$ cat config.mk
export PLATFORM = sky130hd
export DESIGN_NAME = stm_ram
export DESIGN_NICKNAME = d
export VERILOG_FILES = /design/src/rtl/stm_ram.sv
export SDC_FILE = /design/constraint.sdc
export NUM_CORES = 1
export LEC_CHECK = 0
export ABC_AREA = 1
export ABC_CLOCK_PERIOD_IN_PS = 1400
export BUFFER_PORTS_ARGS = -buffer_cell sky130_fd_sc_hd__buf_2
export CORE_ASPECT_RATIO = 0.8
export CORE_MARGIN = 2
export CORE_UTILIZATION = 55
export DETAILED_ROUTE_END_ITERATION = 6
export HOLD_SLACK_MARGIN = 0.08
export PLACE_DENSITY_LB_ADDON = 0.25
export SLEW_MARGIN = 10
export SYNTH_ARGS = -nofsm -noshare
export SYNTH_HDL_FRONTEND = slang
export SYNTH_SLANG_ARGS = --single-unit
$ cat constraint.sdc
create_clock -name clk_i -period 1.4 [get_ports clk_i]
set_clock_uncertainty 0.05 [all_clocks]
set_input_delay 0.14 -clock clk_i [delete_from_list [all_inputs] [get_ports clk_i]]
set_output_delay 0.14 -clock clk_i [all_outputs]
set_load 0.005 [all_outputs]
$ cat src/rtl/stm_ram.sv
// Generic single-write, dual-read synchronous RAM with registered read data.
// No dependencies.

module stm_ram #(
  parameter int WIDTH = 8,
  parameter int DEPTH = 16,
  localparam int AW = $clog2(DEPTH)
) (
  input  logic             clk_i,
  input  logic             we_i,
  input  logic [AW-1:0]    waddr_i,
  input  logic [WIDTH-1:0] wdata_i,
  input  logic [AW-1:0]    raddr_a_i,
  input  logic [AW-1:0]    raddr_b_i,
  output logic [WIDTH-1:0] rdata_a_o,
  output logic [WIDTH-1:0] rdata_b_o
);

  logic [WIDTH-1:0] mem [DEPTH];

  // Write port
  always_ff @(posedge clk_i) begin
    if (we_i) begin
      mem[waddr_i] <= wdata_i;
    end
  end

  // Two read ports, registered read data
  always_ff @(posedge clk_i) begin
    rdata_a_o <= mem[raddr_a_i];
    rdata_b_o <= mem[raddr_b_i];
  end

endmodule

* Yosys cells after proc, flatten, opt, wreduce, memory -nomap -nowiden *
Memories as Yosys holds them, arrays and structs flattened. A register that Yosys moved wholly into a read port is not among the register bits.
Cells that the tools add are included.

storage, ports and cells
  flip-flop bits (word level) = 0
  latch bits = 0
  memory bits (writable) = 128
  ROM bits = 0
  input port bits = 22
  output and inout port bits = 16
  logic and storage cells = 3
  memories = 1

operators by class
  $add $sub $neg = 0
  $mul = 0
  div/mod/pow operators = 0
  $lt $le $gt $ge = 0
  eq/ne operators = 0
  shift operators = 0
  mux-type cells = 2
  bitwise logic cells = 0
  reductions and logical operators = 0

memory list
  name  depth  width  read ports  clocked after memory_dff  wr ports  line  text
  mem   16     8      2           2                         1         19    logic [WIDTH-1:0] mem [DEPTH];

operators with widths
  operator  number
  $mux 1    2

* Depth between registers and ports, before layout *
  depth in word-level cells = 2
  gate-level depth with buffers = 7

* Worst setup path before layout *
Ideal clock, no wire load.

  path type = in2reg
  start point = input waddr_i[2]
  end point = memory mem[10][0], enable pin
  setup time = 0.370 ns
  arrival = 0.721 ns
  data required time = 0.980 ns
  path slack = 0.259 ns
  cell stages on the path = 2
  cell sequence = nand3b_1 -> nor2_1

RTL lines
  element             line  text
  start: declaration  11    input logic [AW-1:0] waddr_i,
  end: declaration    19

Straight into the memory's write port.

* Worst setup path in the final report *
  start point = register rdata_b_o[7], read port of mem
  end point = output rdata_b_o[7]

RTL lines
  element             line  text
  start: declaration  16    output logic [WIDTH-1:0] rdata_b_o

No word-level cell between the ends.

==> impl_metrics.yaml <==
drt:
  wire_per_inst_um: 18.61
  drc_errors: 4
  vias_per_cell: 5.729
  num_vias: 6256
  drtPass1Iterations: 7
  postRouteWirelength_mm: 20.32
  drtIter0Drc: 1021
  drtAntennaViolNets: 0
floorplanning:
  core_sq_mm: 0.01287
  die_h_um: 106.8
  die-area_sq_mm: 0.01414
  initial_core_util: 0.5641
  die_w_um: 132.4
  fp-row-count: 37
  io_pins: 38
sta:
  setup_violations: 0
  finalHoldViolCount: 0
  rsz0062_at_grt: "false"
  fmax_mhz: 879.2
  post-route-min-period_ps: 1137
  final.setup.tns_ps: 0
  maxSlewHeadroom: 0.7332
  period_share: 0.8124
  setup_ws_ps: 262.6
  worst_pin_slew_ps: 400.2
  whs_ps: 78.73
  finalMaxSlewViolations: 0
critical_path:
  cp_slowest_stage_delay_ps: 390
  cp_top_family: "flip-flops"
  slowest_stage: "dfxtp_1"
  crit_path_start_kind: "register"
  critical_path_class: "reg2out"
  cp_num_buf_inv: 1
  cp-end-kind: "output port"
  cp.arrival_ps: 950
  crit_fanout: 1
  crit_chain: "buf_2"
  cp.required_ps: 1210
grt:
  met3_usage: 0.07565
  groute.usage.overall: 0.3019
  grt_busiest_layer: "met2"
  grt_pass1_wl_mm: 31.88
  antenna_found_initial: 0
  grt_overflow: 0
  grt_pass1_vias: 6035
  grt_max_degree: 65
  grtUsageMet2: 0.4667
  use_met1: 0.4085
synthesis:
  syn-cell-area_sq_mm: 0.007259
  synthFlopType: "edfxtp_1"
  synth-seq-cells: 144
  synth.distinct_cells: 13
  synth_nets: 873
  synth_top_area_frac: 0.5295
  yosys.area.top_type: "edfxtp_1"
  synth_edf_count: 128
  synthTopCellsByCount: "277 x nand2_1, 225 x nand3_1, 134 x inv_1, 128 x edfxtp_1, 26 x buf_2"
  yosysWarnings: 0
  ys_seq_area_frac: 0.5736
  synth_most_common_cell: "nand2_1"
  synth.avg_cell_area_sq_um: 8.531
  synthCells: 851
  synthArstFlopShare: 0
  synth_area_leaders: "edfxtp_1 53%, nand3_1 16%, nand2_1 14%"
final_layout:
  regArea_sq_mm: 0.004164
  nets: 926
  final_layout_size_suffix_gt1_frac: 0.1243
  fillers: 1069
  multi_input_area_sq_mm: 0.002245
  final_core_util: 0.6486
  diodes: 0
  syn2layout_area_growth_pct: 14.98
power_and_ir_drop:
  pwr-share-comb: 0.101
  p_leak_nw: 3.840
  powerDensity_mw_per_mm2: 1227
  irDropWorstVdd_uv: 969.0
  pwr-share-clk: 0.426
  power_frac_seq: 0.473
  p_sw_frac: 0.2597
  p_switching_mw: 2.661
  p_int_mw: 7.584
outcome:
  violations: "DRC"
  status: "complete, but fails checks"
cts:
  cts_buffers: 17
  clock_path_buffers: 2
  path_clk_slew_ps: 70
  cts.sinks: 144
  post_cts_resize_count: 0
  cts_tree: "built"
  cts_setup_buffers: 0
  hold_buffers: 2
  cts-root-buf: "clkbuf_16"
  htree_levels: 4
  clock_latency_ps: 420
placed_design:
  dp_slack_ps: 160.7
  io_buffers: 37
  dp_hpwl_mm: 13.33
  gp_congestion: 0.9504
worst_hold_path:
  hold_path.class: "in2reg"
run:
  drv_cap: 0
-- cell type report --
type,count,share of cell area
tap,175,0.02623
clock inverter,14,0.01409
sequential,144,0.4989
clock buffer,18,0.05396
multi-input combinational,521,0.2689
timing repair buffer,82,0.07585
inverter,138,0.06206
-- routing by layer --
metal / share of wire / vias to the layer above
met3: 0.12 / 74
met5: 0 / -
met2: 0.44 / 462
met1: 0.41 / 2875
li1: - / 2845
met4: 0.030 / 0
-- path summary, 6_finish.rpt --
check             cells past startpoint              endpoint  slack [ps]            startpoint
hold / removal                        1   mem[5][2]$_DFFE_PP_          80            wdata_i[2]
setup reg to reg                      6  rdata_a_o[1]$_DFF_P_         300   mem[3][1]$_DFFE_PP_
hold reg to reg                       6  rdata_a_o[1]$_DFF_P_         670  mem[10][1]$_DFFE_PP_
setup / recovery                      1          rdata_b_o[7]         260  rdata_b_o[7]$_DFF_P_
-- metrics by stage --
stage                     total power [mW]  area [sq um]  instances
after floorplan                      5.536          7259        851
after CTS                            10.25          8327       1090
final                                10.25          8347       1092
after global placement               5.906          7739       1056
after global routing                 10.59          8347       1092
after detailed placement             5.934          7739       1056
-- cells in the final DEF, fill, tap and decap left out --
cell           count
buf_4             33
inv_2              4
nand3_1          225
clkinv_2           2
inv_8              3
nand3b_1           2
buf_12             8
clkinv_4           2
nand2_1          277
nor2_1            17
inv_4              2
edfxtp_1         128
buf_2             37
dlygate4sd3_1      4
inv_6              5
inv_1            134
dfxtp_1           16
clkbuf_16         18
-- sequential cells by signal, indices dropped and copies added (netlist names) --
name,count
rdata_a_o,8
mem,128
rdata_b_o,8
-- power groups by stage --
| stage | Sequential (mW) | Clock, mW | Combinational, mW |
|---|---|---|---|
| after floorplan | 4.93 | 0 | 0.605 |
| after global placement | 4.94 | 0 | 0.970 |
| after detailed placement | 4.94 | 0 | 0.995 |
| after CTS | 4.85 | 4.39 | 1.01 |
| after global routing | 4.86 | 4.61 | 1.13 |
| final | 4.85 | 4.36 | 1.04 |
-- cells by family after synthesis --
| group | share of synthesized area |
|---|---|
| buffers and inverters | 0.1172 |
| DFF | 0.5736 |
| and+or+nand+nor | 0.3092 |
Power figures use the tool's default switching activity.
