File: config.mk
export PLATFORM = sky130hd
export DESIGN_NAME = stm_seq
export DESIGN_NICKNAME = d
export VERILOG_FILES = /design/src/rtl/stm_pkg.sv /design/src/rtl/stm_seq.sv
export SDC_FILE = /design/constraint.sdc
export NUM_CORES = 1
export LEC_CHECK = 0
export BUFFER_PORTS_ARGS = -buffer_cell sky130_fd_sc_hd__buf_2
export CAP_MARGIN = 15
export CORE_MARGIN = 3
export CORE_UTILIZATION = 36
export CTS_CLUSTER_DIAMETER = 100
export DETAILED_ROUTE_END_ITERATION = 10
export GPL_ROUTABILITY_DRIVEN = 1
export SLEW_MARGIN = 5
export SYNTH_ARGS = -nofsm -noshare
export SYNTH_HDL_FRONTEND = slang
export SYNTH_SLANG_ARGS = --single-unit
File: constraint.sdc
create_clock -name clk_i -period 6.1 [get_ports clk_i]
set_input_delay 0.305 -clock clk_i [delete_from_list [all_inputs] [get_ports clk_i]]
set_output_delay 0.305 -clock clk_i [all_outputs]
set_load 0.02 [all_outputs]
File: src/rtl/stm_pkg.sv
// Shared sizes, request structs and address helper for the sparse-table
// range-minimum engine. No dependencies.

package stm_pkg;

  // Sizing of the engine
  localparam int MAX_ELEMENTS = 1024;
  localparam int TABLE_LEVELS = 11;
  localparam int DEPTH_BITS   = 8;

  // Fixed field widths at the ports
  localparam int POS_W   = 11;
  localparam int DEPTH_W = 8;
  localparam int KIND_W  = 2;

  // Derived internal widths
  localparam int CNT_W   = $clog2(MAX_ELEMENTS + 1);
  localparam int IDX_W   = $clog2(MAX_ELEMENTS);
  localparam int LVL_W   = $clog2(TABLE_LEVELS);
  localparam int TAB_DEPTH = TABLE_LEVELS * MAX_ELEMENTS;
  localparam int TADDR_W = $clog2(TAB_DEPTH);
  localparam int WIDE_W  = (POS_W > CNT_W) ? POS_W : CNT_W;
  localparam int CALC_W  = ((WIDE_W > TABLE_LEVELS) ? WIDE_W : TABLE_LEVELS) + 1;

  // Request kinds
  localparam logic [KIND_W-1:0] KIND_CLEAR  = 2'd0;
  localparam logic [KIND_W-1:0] KIND_APPEND = 2'd1;
  localparam logic [KIND_W-1:0] KIND_BUILD  = 2'd2;
  localparam logic [KIND_W-1:0] KIND_QUERY  = 2'd3;

  // Port bundle of the argmin table memory
  typedef struct packed {
    logic               we;
    logic [TADDR_W-1:0] waddr;
    logic [CNT_W-1:0]   wdata;
    logic [TADDR_W-1:0] raddr_a;
    logic [TADDR_W-1:0] raddr_b;
  } stm_tab_req_t;

  // Port bundle of the depth memory
  typedef struct packed {
    logic                  we;
    logic [IDX_W-1:0]      waddr;
    logic [DEPTH_BITS-1:0] wdata;
    logic [IDX_W-1:0]      raddr_a;
    logic [IDX_W-1:0]      raddr_b;
  } stm_dep_req_t;

  // One result handed to the output register
  typedef struct packed {
    logic               valid;
    logic [POS_W-1:0]   pos;
    logic [DEPTH_W-1:0] depth;
    logic               err;
  } stm_res_t;

  // Flat table address: level-major, position-minor
  function automatic logic [TADDR_W-1:0] tab_addr(input logic [LVL_W-1:0] level,
                                                  input logic [IDX_W-1:0] idx);
    tab_addr = TADDR_W'(level) * TADDR_W'(MAX_ELEMENTS) + TADDR_W'(idx);
  endfunction

endpackage

File: src/rtl/stm_seq.sv
// Request sequencer: append/clear bookkeeping, table build walk and query
// walk over the shared read-compare path. Depends on stm_pkg.

module stm_seq (
  input  logic                         clk_i,
  input  logic                         rst_ni,
  // request side
  input  logic                         in_valid_i,
  output logic                         in_ready_o,
  input  logic [stm_pkg::KIND_W-1:0]   kind_i,
  input  logic [stm_pkg::DEPTH_W-1:0]  depth_value_i,
  input  logic [stm_pkg::POS_W-1:0]    left_pos_i,
  input  logic [stm_pkg::POS_W-1:0]    right_pos_i,
  // memories
  output stm_pkg::stm_tab_req_t        tab_req_o,
  input  logic [stm_pkg::CNT_W-1:0]    tab_rdata_a_i,
  input  logic [stm_pkg::CNT_W-1:0]    tab_rdata_b_i,
  output stm_pkg::stm_dep_req_t        dep_req_o,
  input  logic [stm_pkg::DEPTH_BITS-1:0] dep_rdata_a_i,
  input  logic [stm_pkg::DEPTH_BITS-1:0] dep_rdata_b_i,
  // result side
  input  logic                         slot_free_i,
  output stm_pkg::stm_res_t            res_o
);

  typedef enum logic [2:0] {
    S_IDLE,
    S_FILL0,
    S_LVL,
    S_QLEN,
    S_QADDR,
    S_TAB,
    S_DEP,
    S_EMIT
  } state_e;

  localparam int CW = stm_pkg::CALC_W;

  state_e                        state_q, state_d;
  logic [stm_pkg::CNT_W-1:0]     count_q, count_d;
  logic                          ready_q, ready_d;
  logic                          build_q, build_d;
  logic [stm_pkg::POS_W-1:0]     lo_q, lo_d;
  logic [stm_pkg::POS_W-1:0]     hi_q, hi_d;
  logic [stm_pkg::LVL_W-1:0]     k_q, k_d;
  logic [stm_pkg::LVL_W-1:0]     lvl_q, lvl_d;
  logic [stm_pkg::CNT_W-1:0]     idx_q, idx_d;
  logic [stm_pkg::CNT_W-1:0]     a_q, a_d;
  logic [stm_pkg::CNT_W-1:0]     b_q, b_d;
  logic [stm_pkg::POS_W-1:0]     rpos_q, rpos_d;
  logic [stm_pkg::DEPTH_W-1:0]   rdep_q, rdep_d;
  logic                          rerr_q, rerr_d;

  // Compare of the two candidates; ties go to the right one
  logic                          pick_a;
  logic [stm_pkg::CNT_W-1:0]     best_pos;
  logic [stm_pkg::DEPTH_BITS-1:0] best_dep;

  assign pick_a   = dep_rdata_a_i < dep_rdata_b_i;
  assign best_pos = pick_a ? a_q : b_q;
  assign best_dep = pick_a ? dep_rdata_a_i : dep_rdata_b_i;

  // Build walk helpers
  logic [CW-1:0] cnt_w, span_w, half_w, nxt_w, nlvl_w;
  logic [stm_pkg::LVL_W-1:0] prev_lvl, cur_lvl;

  assign cnt_w    = CW'(count_q);
  assign span_w   = CW'(1) << lvl_q;
  assign half_w   = span_w >> 1;
  assign nxt_w    = CW'(idx_q) + CW'(1);
  assign nlvl_w   = CW'(lvl_q) + CW'(1);
  assign cur_lvl  = lvl_q;
  assign prev_lvl = lvl_q - stm_pkg::LVL_W'(1);

  // Query length and span level
  logic [CW-1:0] len_w, kspan_w, bidx_w;
  logic          q_err;
  int            msb;

  assign len_w = CW'(hi_q) - CW'(lo_q) + CW'(1);
  assign q_err = !ready_q || (lo_q == '0) || (CW'(hi_q) > cnt_w);

  always_comb begin
    msb = 0;
    for (int b = 0; b < CW; b++) begin
      if (len_w[b]) msb = b;
    end
    if (msb > stm_pkg::TABLE_LEVELS - 1) msb = stm_pkg::TABLE_LEVELS - 1;
  end

  assign kspan_w = CW'(1) << k_q;
  assign bidx_w  = CW'(hi_q) - kspan_w;

  assign in_ready_o = (state_q == S_IDLE);

  // Next-state and memory request logic
  always_comb begin
    state_d = state_q;
    count_d = count_q;
    ready_d = ready_q;
    build_d = build_q;
    lo_d    = lo_q;
    hi_d    = hi_q;
    k_d     = k_q;
    lvl_d   = lvl_q;
    idx_d   = idx_q;
    a_d     = a_q;
    b_d     = b_q;
    rpos_d  = rpos_q;
    rdep_d  = rdep_q;
    rerr_d  = rerr_q;

    tab_req_o = '0;
    dep_req_o = '0;
    res_o     = '0;

    case (state_q)
      S_IDLE: begin
        if (in_valid_i) begin
          case (kind_i)
            stm_pkg::KIND_CLEAR: begin
              count_d = '0;
              ready_d = 1'b0;
            end
            stm_pkg::KIND_APPEND: begin
              if (CW'(count_q) < CW'(stm_pkg::MAX_ELEMENTS)) begin
                dep_req_o.we    = 1'b1;
                dep_req_o.waddr = count_q[stm_pkg::IDX_W-1:0];
                dep_req_o.wdata = stm_pkg::DEPTH_BITS'(depth_value_i);
                count_d         = count_q + stm_pkg::CNT_W'(1);
                ready_d         = 1'b0;
              end
            end
            stm_pkg::KIND_BUILD: begin
              build_d = 1'b1;
              idx_d   = '0;
              if (count_q == '0) begin
                ready_d = 1'b1;
              end else begin
                state_d = S_FILL0;
              end
            end
            stm_pkg::KIND_QUERY: begin
              build_d = 1'b0;
              if (left_pos_i > right_pos_i) begin
                lo_d = right_pos_i;
                hi_d = left_pos_i;
              end else begin
                lo_d = left_pos_i;
                hi_d = right_pos_i;
              end
              state_d = S_QLEN;
            end
            default: ;
          endcase
        end
      end

      // Level 0: every position is its own minimum
      S_FILL0: begin
        tab_req_o.we    = 1'b1;
        tab_req_o.waddr = stm_pkg::tab_addr('0, idx_q[stm_pkg::IDX_W-1:0]);
        tab_req_o.wdata = idx_q + stm_pkg::CNT_W'(1);
        idx_d           = idx_q + stm_pkg::CNT_W'(1);
        if (nxt_w == cnt_w) begin
          idx_d = '0;
          if ((stm_pkg::TABLE_LEVELS > 1) && (CW'(2) <= cnt_w)) begin
            lvl_d   = stm_pkg::LVL_W'(1);
            state_d = S_LVL;
          end else begin
            ready_d = 1'b1;
            state_d = S_IDLE;
          end
        end
      end

      // First reads of a level, in the cycle after the previous level's last write
      S_LVL: begin
        tab_req_o.raddr_a = stm_pkg::tab_addr(prev_lvl, idx_q[stm_pkg::IDX_W-1:0]);
        tab_req_o.raddr_b = stm_pkg::tab_addr(prev_lvl,
                              stm_pkg::IDX_W'(CW'(idx_q) + half_w));
        state_d = S_TAB;
      end

      // Range check and span level of a query
      S_QLEN: begin
        k_d = stm_pkg::LVL_W'(msb);
        if (q_err) begin
          if (slot_free_i) begin
            res_o.valid = 1'b1;
            res_o.err   = 1'b1;
            state_d     = S_IDLE;
          end else begin
            rpos_d  = '0;
            rdep_d  = '0;
            rerr_d  = 1'b1;
            state_d = S_EMIT;
          end
        end else begin
          state_d = S_QADDR;
        end
      end

      // Two overlapping spans of the query
      S_QADDR: begin
        tab_req_o.raddr_a = stm_pkg::tab_addr(k_q,
                              stm_pkg::IDX_W'(lo_q - stm_pkg::POS_W'(1)));
        tab_req_o.raddr_b = stm_pkg::tab_addr(k_q, bidx_w[stm_pkg::IDX_W-1:0]);
        state_d = S_TAB;
      end

      // Candidate positions back; fetch their depths
      S_TAB: begin
        a_d = tab_rdata_a_i;
        b_d = tab_rdata_b_i;
        dep_req_o.raddr_a = stm_pkg::IDX_W'(tab_rdata_a_i - stm_pkg::CNT_W'(1));
        dep_req_o.raddr_b = stm_pkg::IDX_W'(tab_rdata_b_i - stm_pkg::CNT_W'(1));
        state_d = S_DEP;
      end

      // Depths back; pick the minimum
      S_DEP: begin
        if (build_q) begin
          tab_req_o.we    = 1'b1;
          tab_req_o.waddr = stm_pkg::tab_addr(cur_lvl, idx_q[stm_pkg::IDX_W-1:0]);
          tab_req_o.wdata = best_pos;
          if (nxt_w + span_w <= cnt_w) begin
            // next entry of this level; reads hit the level below only
            idx_d = stm_pkg::CNT_W'(nxt_w);
            tab_req_o.raddr_a = stm_pkg::tab_addr(prev_lvl, stm_pkg::IDX_W'(nxt_w));
            tab_req_o.raddr_b = stm_pkg::tab_addr(prev_lvl,
                                  stm_pkg::IDX_W'(nxt_w + half_w));
            state_d = S_TAB;
          end else if ((nlvl_w < CW'(stm_pkg::TABLE_LEVELS)) &&
                       ((CW'(1) << nlvl_w) <= cnt_w)) begin
            lvl_d   = stm_pkg::LVL_W'(nlvl_w);
            idx_d   = '0;
            state_d = S_LVL;
          end else begin
            ready_d = 1'b1;
            state_d = S_IDLE;
          end
        end else if (slot_free_i) begin
          res_o.valid = 1'b1;
          res_o.pos   = stm_pkg::POS_W'(best_pos);
          res_o.depth = stm_pkg::DEPTH_W'(best_dep);
          res_o.err   = 1'b0;
          state_d     = S_IDLE;
        end else begin
          rpos_d  = stm_pkg::POS_W'(best_pos);
          rdep_d  = stm_pkg::DEPTH_W'(best_dep);
          rerr_d  = 1'b0;
          state_d = S_EMIT;
        end
      end

      // Held result waits for the output register
      S_EMIT: begin
        if (slot_free_i) begin
          res_o.valid = 1'b1;
          res_o.pos   = rpos_q;
          res_o.depth = rdep_q;
          res_o.err   = rerr_q;
          state_d     = S_IDLE;
        end
      end

      default: state_d = S_IDLE;
    endcase
  end

  // Control state
  always_ff @(posedge clk_i or negedge rst_ni) begin
    if (!rst_ni) begin
      state_q <= S_IDLE;
      count_q <= '0;
      ready_q <= 1'b0;
      build_q <= 1'b0;
      lvl_q   <= '0;
      idx_q   <= '0;
    end else begin
      state_q <= state_d;
      count_q <= count_d;
      ready_q <= ready_d;
      build_q <= build_d;
      lvl_q   <= lvl_d;
      idx_q   <= idx_d;
    end
  end

  // Payload registers
  always_ff @(posedge clk_i) begin
    lo_q   <= lo_d;
    hi_q   <= hi_d;
    k_q    <= k_d;
    a_q    <= a_d;
    b_q    <= b_d;
    rpos_q <= rpos_d;
    rdep_q <= rdep_d;
    rerr_q <= rerr_d;
  end

endmodule
**Yosys cells after proc, flatten, opt, wreduce, memory -nomap -nowiden**

Cells that the tools add are included.

- Output and inout bits: 115
- Bits in registers: 99

- Shift-type cells: 3
- Reductions and logical operators: 22
- Add/sub/neg operators: 21
- Mux-type cells: 85
- Eq/ne operators: 32
- Order comparisons: 9

Operators by type and width:

| cell | number |
|---|---|
| $mux W32 | 7 |
| $mux W11 | 14 |
| $add A14 B10 Y14 | 7 |
| $pmux W28 S3 | 1 |
| $mux W19 | 4 |
| $mux W21 | 3 |
| $mux W54 | 1 |
| $pmux W26 S2 | 1 |
| $pmux W11 S2 | 2 |
| $mux W8 | 5 |
| $pmux W19 S2 | 1 |
| $pmux W11 S3 | 1 |
| $gt A32 B5 Y1 const B | 1 |
| $sub A10 B1 Y10 const B | 3 |
| $mux W28 | 1 |
| $ne A2 B2 Y1 const B | 14 |
| $mux W3 | 9 |
| $le A12 B11 Y1 | 2 |
| $add A11 B1 Y11 const B | 2 |
| $gt A11 B11 Y1 | 2 |
| $logic_not A11 Y1 | 2 |
| $pmux W3 S7 | 1 |
| $add A10 B10 Y10 | 2 |
| $mux W20 | 1 |
| other kinds (45) | 85 |

**Logic depth before layout (Yosys ltp)**

- Depth in word-level cells: 14
- Mapped depth: 26

**Least setup slack after synthesis**

OpenSTA, ideal clock, no wires.

- Kind: register to output
- Start: register lvl_q, in the netlist cur_lvl[0]
- End: output tab_req_o[26] (netlist bit)
- Arrival: 5.221 ns
- Required time: 5.795 ns
- Stages on the path, launching flop included: 26
- Path buffers: 2
- Setup slack: 0.574 ns
- Path through: dfrtp_1 -> clkbuf_1 -> inv_1 -> ha_1 -> inv_1 -> nor3_1 -> ha_1 -> inv_1 -> fa_1 -> inv_1 -> a21oi_1 -> maj3_1 -> o21ai_0 -> nand4_1 -> nand4b_1 -> a21oi_1 -> xnor2_1 -> ha_1 -> nand3_1 -> nor4_1 -> a31o_2 -> o2111ai_1 -> a21oi_2 -> nor2_1 -> o21ai_0 -> buf_4

RTL lines:

| what | RTL line | RTL |
|---|---|---|
| start: declaration | stm_seq.sv:46 | `logic [stm_pkg::LVL_W-1:0] lvl_q, lvl_d;` |
| start signal: assignment | stm_seq.sv:286 | `lvl_q <= lvl_d;` |
| end: declaration | stm_seq.sv:15 | `output stm_pkg::stm_tab_req_t tab_req_o,` |

==> summary.txt <==
Final hold vios: 0
Pin slew with the least headroom to its limit: 1.02 ns
Setup Buffers After CTS: 0
H-tree levels: 3
Number of global-route vias before repair: 9631
Worst r2r src: cur_lvl[1]$_DFFE_PN0P_
Share of cells above drive strength 1: 0.197
Leakage: 5.70 nW
DRC: 0
HP Class: input port to async pin
Utilization of the core after routing: 0.431
Gp weighted congestion: 0.970
Maximum clock rate: 175 MHz
Die area: 0.0310 mm2
P_int: 1.95 mW
Pre-antenna DRT Iters: 8
Final setup fails: 0
Die Wd: 176 um
Final wirelength: 35000 um
WL per Instance: 19.5 um
Dpl hpwl: 27900 um
Bufs on Longest Clock Path: 2
IO buf count: 188
Syn-to-layout area delta: 16.3%
Critical path class: flop to output pin
Final period utilization: 0.937
Final Net Count: 1610
Required @ worst endpoint: 5.79 ns
Clk_lat worst skew: 0.36 ns
Routed vias: 10005
Clock Power Share: 0.169
Cell type with the highest aggregate area in the netlist: edfxtp_1
First DRT Iteration DRCs: 852
Core Footprint: 0.0282 mm2
Synth Area per Inst: 8.35 um2
Share of the synthesized area in the top cell type: 0.196
GRT Util Overall: 0.223
Post-synth EDFFs: 68
PD cells: 312 mW/mm2
Count leader, synth: ha_1
Synth Warn #: 0
Max_cap viols: 0
CTS Buf Count: 9
Max FO, Critical Path: 17
First-pass GRT wire length: 54100 um
Async S/R FF share, synth: 0.313
Vias/cell: 5.59
Sequential share of power: 0.284
Switching Fraction: 0.485
Worst setup SP type: flop
Antenna-violating nets left: 0
Synth Flop Type: edfxtp_1
Die H: 176 um
Post-route cell area: 0.0121 mm2
Synthesized Nets: 1449
Worst IR Drop VDD: 0.000174 V
Final setup TNS: 0 ns
Synth area leaders: edfxtp_1 20%, ha_1 15%, dfrtp_1 7.4%, o21ai_0 4.7%, xnor2_1 4.0%
Post-DP Area: 0.0118 mm2
Initial Utilization: 0.370
RSZ-0062 raised after global routing: false
Final Skew: 0.0121 ns
Tmin final: 5.72 ns
Worst EP arrival: 5.41 ns
Headroom to the max-slew limit: 0.323
Uppermost layer routed: met4
Status: complete, no violations
WHS: 0.0108 ns
Root Buffer: clkbuf_16
Synth Register Bits: 99
Mapped Area: 0.0104 mm2
Distinct cells, synth: 80
Power share of the combinational group: 0.547
Met2 WL: 16600 um
CTS Sinks: 99
Power Total: 3.79 mW
Row count: 61
Worst setup startpoint: cur_lvl[1]$_DFFE_PN0P_
Register area share after synthesis: 0.270
Diode count: 0
Largest net degree at the start of global routing: 32
Post-synth top cells: 122 x ha_1, 109 x nor2_1, 106 x nand2_1
M1 WL: 15000 um
Boundary pin count: 189
Antenna violations before repair: 0
GRT overflow: 0
CTS tree: built
Worst Setup End Kind: output pin
Slew Limit Fails: 0
Clock transition at the registers of the reported paths: 0.08 ns
Syn Inst Count: 1248
NetSw: 1.84 mW
DR WL met3: 2100 um
power by group through the flow:
stage | registers, mW | clock network (mW) | logic, mW
5_1_grt | 1.09 | 0.678 | 2.26
3_5_place_dp | 1.08 | 0 | 2.03
3_3_place_gp | 1.08 | 0 | 2.03
2_1_floorplan | 0.952 | 0 | 1.46
6_report | 1.08 | 0.639 | 2.07
4_1_cts | 1.07 | 0.648 | 2.04
flip-flops by register name (all words and copies together) (netlist names), 3 cells and up:
name and cells:
a_q 11, hi_q 11, count_q 11, rdep_q 8
idx_q 11, k_q 4, lo_q 11, rpos_q 11
cur_lvl 4, state_q 3, b_q 11
timing repair:
item | 4_1_cts | 5_1_grt
hold buffers | 0 | 0
endpoints found under the setup margin | 0 | 29
resized for setup | 0 | 12
layer usage:
metal / up-vias / global-route usage
met2: 321 / 0.374
met5: - / 0
met1: 4785 / 0.291
met3: 65 / 0.0361
met4: 0 / 0.0798
li1: 4834 / -
metrics by stage:
stage / setup WS (ns) / std cells
finish: 0.384 / 1791
global route: 0.0254 / 1791
CTS: 0.0193 / 1790
detailed placement: 0.427 / 1775
global placement: 0.644 / 1775
floorplan: 0.574 / 1248
cell type report:
cell class | instances | area (um2)
Sequential cell | 99 | 2820
Multi-Input combinational cell | 988 | 7030
Clock buffer | 9 | 225
Clock inverter | 6 | 96.3
Inverter | 104 | 390
Fill cell | 2833 | 16000
Timing Repair Buffer | 207 | 1090
Tap cell | 378 | 473
worst max-delay path, cell delays in order (launching register included):
cell and delay, ns:
dfrtp_1 0.45, inv_1 0.19, ha_1 0.25, inv_1 0.09, nor3_1 0.17, ha_1 0.20
inv_1 0.05, fa_1 0.39, inv_1 0.07, a21oi_1 0.06, maj3_1 0.40, o21ai_2 0.22
nand4_1 0.12, nand4b_1 0.10, a21oi_1 0.08, xnor2_1 0.15, ha_1 0.30, nand3_1 0.12
nor4_2 0.32, a31oi_1 0.08, a311o_1 0.36, a21oi_2 0.19, buf_6 0.22, o21ai_0 0.14
nand2_1 0.14, buf_2 0.18
cell families (layout without fill, tap and decap cells):
| family | after synthesis | count (layout) | share of synthesized area |
|---|---|---|---|
| flip-flops | 99 | 99 | 0.270 |
| multiplexers | 47 | 47 | 0.0479 |
| buffers and inverters | 161 | 326 | 0.0628 |
| AO/OA/AOI/OAI | 308 | 308 | 0.190 |
| adder cells (fa/ha/maj) | 128 | 128 | 0.157 |
| XOR/XNOR | 74 | 74 | 0.0662 |
| AND/OR/NAND/NOR | 431 | 431 | 0.206 |
cells in the final DEF, fill, tap and decap left out, drive strengths merged, types with 30 or more instances in the layout:
cell,netlist,routed
buf,17,207
ha,122,122
nor2,109,109
inv,104,107
nand2,106,106
o21ai,102,102
edfxtp,68,68
a21oi,63,63
xnor2,49,49
nand3,36,36
and2,36,36
dfrtp,31,31
nor3,30,30
path summary, 6_finish.rpt:
path,to,slack (ns),cells after the start
setup / recovery,tab_req_o[21],0.38,25
hold / removal,count_q[8]$_DFFE_PN0P_,0.01,1
setup reg to reg,idx_q[2]$_DFFE_PN0P_,0.74,23
hold reg to reg,ready_q$_DFFE_PN0P_,0.58,2
max in group asynchronous,idx_q[2]$_DFFE_PN0P_,5.53,1
min in group clk_i,a_q[10]$_DFFE_PP_,0.11,1
No activity file was read; power rests on OpenSTA's default activity.
